### config.mk
export PLATFORM = sky130hd
export DESIGN_NAME = frr_sqrt
export DESIGN_NICKNAME = d
export VERILOG_FILES = /design/src/hdl/fresnel_reflectance_macros.svh /design/src/hdl/frr_pkg.sv /design/src/hdl/frr_sqrt.sv
export SDC_FILE = /design/constraint.sdc
export NUM_CORES = 2
export LEC_CHECK = 0
export BUFFER_PORTS_ARGS = -buffer_cell sky130_fd_sc_hd__buf_2
export CAP_MARGIN = 20
export CORE_ASPECT_RATIO = 1.75
export CORE_UTILIZATION = 49
export DETAILED_ROUTE_END_ITERATION = 10
export GPL_ROUTABILITY_DRIVEN = 0
export GPL_TIMING_DRIVEN = 1
export HOLD_SLACK_MARGIN = 0.05
export PLACE_DENSITY = 0.65
export RECOVER_POWER = 25
export SLEW_MARGIN = 20
export SYNTH_ARGS = -nofsm -noshare
export SYNTH_HDL_FRONTEND = slang
export SYNTH_SLANG_ARGS = --single-unit
### constraint.sdc
create_clock -name i_clk -period 3.15 [get_ports i_clk]
set_input_delay 0.1575 -clock i_clk [delete_from_list [all_inputs] [get_ports i_clk]]
set_output_delay 0.1575 -clock i_clk [all_outputs]
set_load 0.03 [all_outputs]
### src/hdl/fresnel_reflectance_macros.svh
// Assertion macros used by the Fresnel reflectance RTL.
`ifndef FRESNEL_REFLECTANCE_MACROS_SVH
`define FRESNEL_REFLECTANCE_MACROS_SVH

// Same-cycle implication, checked on i_clk and disabled while i_rst_n is low.
`define FRR_ASSERT_NOW(lbl, ante, cons, msg) \
    lbl: assert property (@(posedge i_clk) disable iff (!i_rst_n) (ante) |-> (cons)) \
        else $error(msg);

// Next-cycle implication, checked on i_clk and disabled while i_rst_n is low.
`define FRR_ASSERT_NEXT(lbl, ante, cons, msg) \
    lbl: assert property (@(posedge i_clk) disable iff (!i_rst_n) (ante) |=> (cons)) \
        else $error(msg);

`endif

### src/hdl/frr_pkg.sv
// Package with the widths, constants and types of the Fresnel reflectance pipeline.
package frr_pkg;

    localparam int FRAC_BITS = 16;
    localparam int IN_W      = FRAC_BITS + 2;
    localparam int C_W       = FRAC_BITS + 1;
    localparam int N_W       = FRAC_BITS + 2;
    localparam int OUT_W     = FRAC_BITS + 1;
    localparam int NN_W      = 2 * N_W;
    localparam int CC_W      = 2 * C_W - 1;
    localparam int RAD_W     = NN_W;
    localparam int G_W       = N_W;
    localparam int GPC_W     = G_W + 1;
    localparam int CG_W      = C_W + G_W;
    localparam int T_W       = GPC_W;
    localparam int SQ_W      = 2 * GPC_W;
    localparam int T1_W      = FRAC_BITS - 1;
    localparam int Q_W       = 2 * FRAC_BITS;
    localparam int REM_W     = SQ_W + 1;
    localparam int PROD_W    = T1_W + Q_W + 1;

    localparam logic [C_W-1:0] ONE         = C_W'(1) << FRAC_BITS;
    localparam logic [N_W-1:0] RATIO_RESET = N_W'(87163);

    typedef enum logic [1:0] {
        CODE_BACK    = 2'd0,
        CODE_FULL    = 2'd1,
        CODE_FORMULA = 2'd2
    } t_code;

    // Side information that travels with each item down the pipeline.
    typedef struct packed {
        logic            valid;
        t_code           code;
        logic            big;
        logic [C_W-1:0]  c;
        logic [CC_W-1:0] cc;
    } t_tag;

endpackage

### src/hdl/frr_sqrt.sv
// Pipelined integer square root, one result bit per stage.
module frr_sqrt
    import frr_pkg::*;
(
    input  logic             i_clk,
    input  logic             i_rst_n,
    input  logic [RAD_W-1:0] i_rad,
    input  t_tag             i_tag,
    output logic [G_W-1:0]   o_root,
    output t_tag             o_tag
);

    logic [RAD_W:0] r_rem  [1:G_W];
    logic [G_W-1:0] r_root [1:G_W];
    t_tag           r_tag  [1:G_W];

    for (genvar k = 0; k < G_W; k++) begin : g_stage
        localparam int B = G_W - 1 - k;
        logic [RAD_W:0] rem_in;
        logic [G_W-1:0] root_in;
        t_tag           tag_in;
        logic [RAD_W:0] delta;

        if (k == 0) begin : g_first
            assign rem_in  = {1'b0, i_rad};
            assign root_in = '0;
            assign tag_in  = i_tag;
        end else begin : g_rest
            assign rem_in  = r_rem[k];
            assign root_in = r_root[k];
            assign tag_in  = r_tag[k];
        end

        // (root + 2^B)^2 - root^2 = root * 2^(B+1) + 2^(2B)
        assign delta = ((RAD_W+1)'(root_in) << (B + 1)) + ((RAD_W+1)'(1) << (2 * B));

        always_ff @(posedge i_clk) begin
            if (!i_rst_n) begin
                r_tag[k+1].valid <= 1'b0;
            end else begin
                r_tag[k+1] <= tag_in;
            end
        end

        always_ff @(posedge i_clk) begin
            if (rem_in >= delta) begin
                r_rem[k+1]  <= rem_in - delta;
                r_root[k+1] <= root_in | (G_W'(1) << B);
            end else begin
                r_rem[k+1]  <= rem_in;
                r_root[k+1] <= root_in;
            end
        end
    end

    assign o_root = r_root[G_W];
    assign o_tag  = r_tag[G_W];

endmodule

# ---- Word-level counts from Yosys, hierarchy flattened
# Memories as Yosys holds them, arrays and structs flattened.
# Cells that the tools add are included.
dict set report op_classes {
  n_lt_le_gt_ge 18
  muxes 110
  bitwise 54
  addsub 35
}
# cell count
set op_table {}
lappend op_table {{two-way mux 37 bit} 18}
lappend op_table {{two-way mux 18 bit} 18}
lappend op_table {{two-way mux 1 bit} 74}
lappend op_table {{OR 1 bit} 54}
lappend op_table {{>= comparator 37 x 20 -> 1 bit} 1}
lappend op_table {{>= comparator 37 x 21 -> 1 bit} 1}
lappend op_table {{>= comparator 37 x 22 -> 1 bit} 1}
lappend op_table {{>= comparator 37 x 23 -> 1 bit} 1}
lappend op_table {{>= comparator 37 x 24 -> 1 bit} 1}
lappend op_table {{>= comparator 37 x 25 -> 1 bit} 1}
lappend op_table {{>= comparator 37 x 26 -> 1 bit} 1}
lappend op_table {{>= comparator 37 x 27 -> 1 bit} 1}
lappend op_table {{>= comparator 37 x 28 -> 1 bit} 1}
lappend op_table {{>= comparator 37 x 29 -> 1 bit} 1}
lappend op_table {{>= comparator 37 x 30 -> 1 bit} 1}
lappend op_table {{>= comparator 37 x 31 -> 1 bit} 1}
lappend op_table {{>= comparator 37 x 32 -> 1 bit} 1}
lappend op_table {{>= comparator 37 x 33 -> 1 bit} 1}
lappend op_table {{>= comparator 37 x 34 -> 1 bit} 1}
lappend op_table {{>= comparator 37 x 35 -> 1 bit} 1}
lappend op_table {{>= comparator 37 x 36 -> 1 bit} 1}
lappend op_table {{subtractor 36 x 35 -> 37 bit (second input constant)} 1}
lappend op_table {{subtractor 37 x 20 -> 37 bit} 1}
lappend op_table {{subtractor 37 x 21 -> 37 bit} 1}
lappend op_table {{33 further kinds} 33}
dict set report totals {
  register_bits 0
  inputBits 92
  ramBits 1962
  word_cells 220
  memories 3
}
# name depth width read_ports rd_ports_with_merged_regs wr line
set memory_table {}
lappend memory_table {r_tag 18 54 18 0 18 frr_sqrt.sv:15} ;# t_tag r_tag [1:G_W];
lappend memory_table {r_rem 18 37 17 0 18 frr_sqrt.sv:13} ;# logic [RAD_W:0] r_rem [1:G_W];
lappend memory_table {r_root 18 18 18 0 18 frr_sqrt.sv:14} ;# logic [G_W-1:0] r_root [1:G_W];

# ---- Logic depth before layout (Yosys ltp)
# An unclocked memory read counts as a cell.
dict set report logic_depth {
  ltp_word 6
  mapped_depth 12
}

# ---- Least setup slack after synthesis
# Ideal clock, no wire load.
dict set report synth_path {
  path_kind {register -> register}
  from {reg, netlist name r_root[0][301]}
  to {reg, netlist name r_rem[0][634]}
  required_time_ps 3029
  path_buffers 2
  setup_ps 121
  stages_incl_launch_ff 11
  path_slack_ps 269
  arrival_time_ps 2760
  cell_sequence {dfxtp_1 inv_1 ha_1 clkbuf_1 nand3_1 or4_1 o311ai_1 o21bai_1 o31a_1 buf_1 mux2_2}
}

==> results.py <==
metrics = {
    "run_status": {
        "status": "finished, final reports clean",
    },
    "die": {
        "die_area_um2": 121000,
        "die_w_um": 263,
        "coreArea_um2": 118000,
        "rows": 167,
        "pin_count": 164,
        "die_y_um": 459,
        "start_util_pct": 49.4,
    },
    "detailed_routing": {
        "final_antenna_net_count": 0,
        "avgRoutedWirePerCell_um": 15.7,
        "drtPass1Iterations": 5,
        "via_per_inst": 4.97,
        "drc": 0,
        "vias": 30043,
        "wl_um": 94800,
        "first_iter_violations": 1294,
    },
    "yosys": {
        "netlist.area_leader.share_pct": 48.9,
        "synthXorXnorAreaFrac_pct": 4.13,
        "synthFlopType": "edfxtp_1",
        "syn_area_um2": 58500,
        "ys_types": 78,
        "yosysSeqAreaShare_pct": 76.9,
        "synth_top_family_by_area": "simple AND/OR/NAND/NOR gates",
        "synthMuxAreaShare_pct": 0.690,
        "yosysWarnings": 0,
        "async_reset_ff_share_pct": 0,
        "syn_area_per_cell_um2": 15.2,
        "syn_inst": 3852,
        "yosysTopAreaCell": "edfxtp_1",
        "synth_fa_ha_area_share_pct": 3.95,
        "yosys-top-cells-area": "edfxtp_1 (49%), dfxtp_1 (28%), ha_1 (4.0%)",
        "synth-compound-area-share_pct": 5.10,
        "yosys.area_share.simple_pct": 7.45,
        "syn-num-nets": 4129,
        "ys_seq_elements": 1772,
        "synth-edff-count": 954,
    },
    "hold_path": {
        "min_to": "r_tag[0][70]$_DFFE_PP_",
        "hold_path.class": "in2reg",
        "min_from": "i_tag[16]",
        "holdPathStages": 2,
    },
    "critical_path": {
        "crit_required_ns": 3.80,
        "critPathBufInv": 1,
        "cp_slowest_stage_delay_ns": 0.54,
        "ff2ff_setup_slack_ns": 0.12,
        "crit_arrival_ns": 3.68,
        "r2r-start": "r_rem[0][470]$_DFF_P_",
        "endpoint_kind": "register",
        "reg2reg_depth": 7,
        "crit_type": "reg2reg",
        "crit_chain": "or3_4, or3_4, or4b_1, or4b_1, o21bai_4, buf_4, mux2_4",
        "crit_fanout": 19,
        "crit_slowest_cell": "or4b_1",
        "cp_top_family": "simple AND/OR/NAND/NOR gates",
        "startpoint_type": "register",
        "worst_r2r_endpoint": "r_rem[0][501]$_DFF_P_",
    },
    "sta": {
        "max_slew_margin_pct": 39.0,
        "fin_crit_ns": 3.03,
        "maxSlewViolCount": 0,
        "tightestPinTransition_ns": 0.891,
        "post-route-period-util_pct": 96.3,
        "layout_setup_ws_ns": 0.116,
        "whs_ns": 0.137,
        "finalHoldViolCount": 0,
        "finClkSkew_ns": 0.0236,
        "setup_viol": 0,
        "setup_tns_ns": 0,
        "max_freq_mhz": 330,
    },
    "flow_run": {
        "cap_violations": 0,
    },
    "final_layout": {
        "multi_input_area_um2": 12500,
        "n_fill_cell": 9102,
        "drive_gt1_share_pct": 12.2,
        "fin_nets": 4681,
        "post-route-util_pct": 58.1,
        "instances_no_fill": 6049,
        "regArea_um2": 45000,
        "finalInstanceArea_um2": 68800,
        "syn_to_final_growth_pct": 17.6,
    },
    "pwr": {
        "peakVddDrop_mv": 0.566,
        "p_leak_nw": 27.6,
        "pwr_density_cell_nw_per_um2": 808,
        "total_power_mw": 55.6,
    },
    "global_route": {
        "antenna_found_initial": 1,
        "grt_first_pass_wirelength_um": 151000,
        "grt_max_degree": 102,
        "grt_pass1_vias": 31258,
        "grt.total_usage_pct": 15.8,
        "gr-total-overflow": 0,
    },
    "clock_tree": {
        "cts_made_buffers": 153,
        "insertion_delay_ns": 0.77,
        "clk_pin_slew_ns": 0.06,
        "htree_levels": 4,
        "max-clock-path-buffers": 3,
        "root_buffer": "clkbuf_16",
        "tritoncts": "yes",
        "clkSinkCount": 1772,
    },
    "placed_design": {
        "dpl.hpwl_um": 64500,
        "port_buffers": 163,
        "dp_slack_ns": -0.0745,
        "placedCellCount": 5594,
        "placed_area_um2": 62100,
    },
}
## cells in the mapped netlist (36+ instances only)
library cell	n
nor2_1	159
nand2_1	186
a21oi_1	139
nand4_1	36
xor2_1	154
edfxtp_1	954
ha_1	185
nor4_1	93
dfxtp_1	818
a21o_1	54
o21ai_0	134
xnor2_1	122
nor3_1	97
inv_1	221
nand3_1	36
nand2b_1	42
## per-layer routing
layer | GRT usage, % | routed length [um] | vias to the layer above
li1 | - | - | 15022
met1 | 13.9 | 32300 | 14076
met2 | 30.5 | 52000 | 586
met3 | 3.12 | 3130 | 359
met4 | 12.9 | 7350 | 0
met5 | 0 | 0 | -
## layout by cell type, fill, tap and decap left out, drive strengths merged, types with 94 or more instances in the layout
cell / Yosys / layout
a21oi: 139 / 139
buf: 12 / 265
clkbuf: 34 / 204
dfxtp: 818 / 818
dlygate4sd3: 0 / 175
edfxtp: 954 / 954
ha: 185 / 185
inv: 221 / 231
nand2: 186 / 186
nor2: 159 / 159
nor3: 97 / 97
nor4: 94 / 94
o21ai: 135 / 135
xnor2: 122 / 122
xor2: 154 / 154
## worst max path at each step
| stage | start | to | depth (start not counted) | slack (ns) |
|---|---|---|---|---|
| 2_1_floorplan | r_root[0][301]$_DFF_P_ | r_rem[0][634]$_DFF_P_ | 10 | 0.27 |
| 3_3_place_gp | r_root[0][138]$_DFF_P_ | r_rem[0][328]$_DFF_P_ | 10 | -0.08 |
| 3_5_place_dp | r_root[0][138]$_DFF_P_ | r_rem[0][328]$_DFF_P_ | 10 | -0.07 |
| 4_1_cts | r_root[0][138]$_DFF_P_ | r_rem[0][328]$_DFF_P_ | 10 | 0.06 |
| 5_1_grt | r_root[0][305]$_DFF_P_ | r_rem[0][651]$_DFF_P_ | 11 | -0.07 |
| 6_report | r_rem[0][470]$_DFF_P_ | r_rem[0][501]$_DFF_P_ | 7 | 0.12 |
## state kept, by name (all words and copies together) (netlist names)
name / flops
r_tag: 972
r_rem: 629
r_root: 171
## repair_timing
item,CTS,global route
resized for setup,1,6
pin swaps,0,1
hold endpoints to repair,134,0
hold buffers,175,0
buffers inserted,0,1
setup endpoints to repair,4,31
## power by group
group | internal [mW] | switching [mW] | leakage [nW]
sequential | 27.5 | 1.94 | 16.2
combinational | 3.64 | 4.25 | 8.98
clock | 10.4 | 7.95 | 2.42
total | 41.5 | 14.1 | 27.6
## cell families (layout without fill, tap and decap cells)
group	Yosys count	after routing
AOI/OAI and AO/OA	479	479
xor gates and xnor gates	276	276
adders and majority gates	185	185
buffers and inverters	267	942
DFF	1772	1772
muxes	37	37
other	1	2
and+or+nand+nor	835	835
## final cells by class
type                       count  share of cell area, %
sequential                  1772                   65.4
clock inverter                77                   1.20
tap                         1521                   2.76
clock buffer                 201                   6.05
antenna                        1                0.00364
inverter                     221                   1.21
timing repair buffer         443                   5.16
multi-input combinational   1813                   18.2
(Power assumes the default switching activity.)
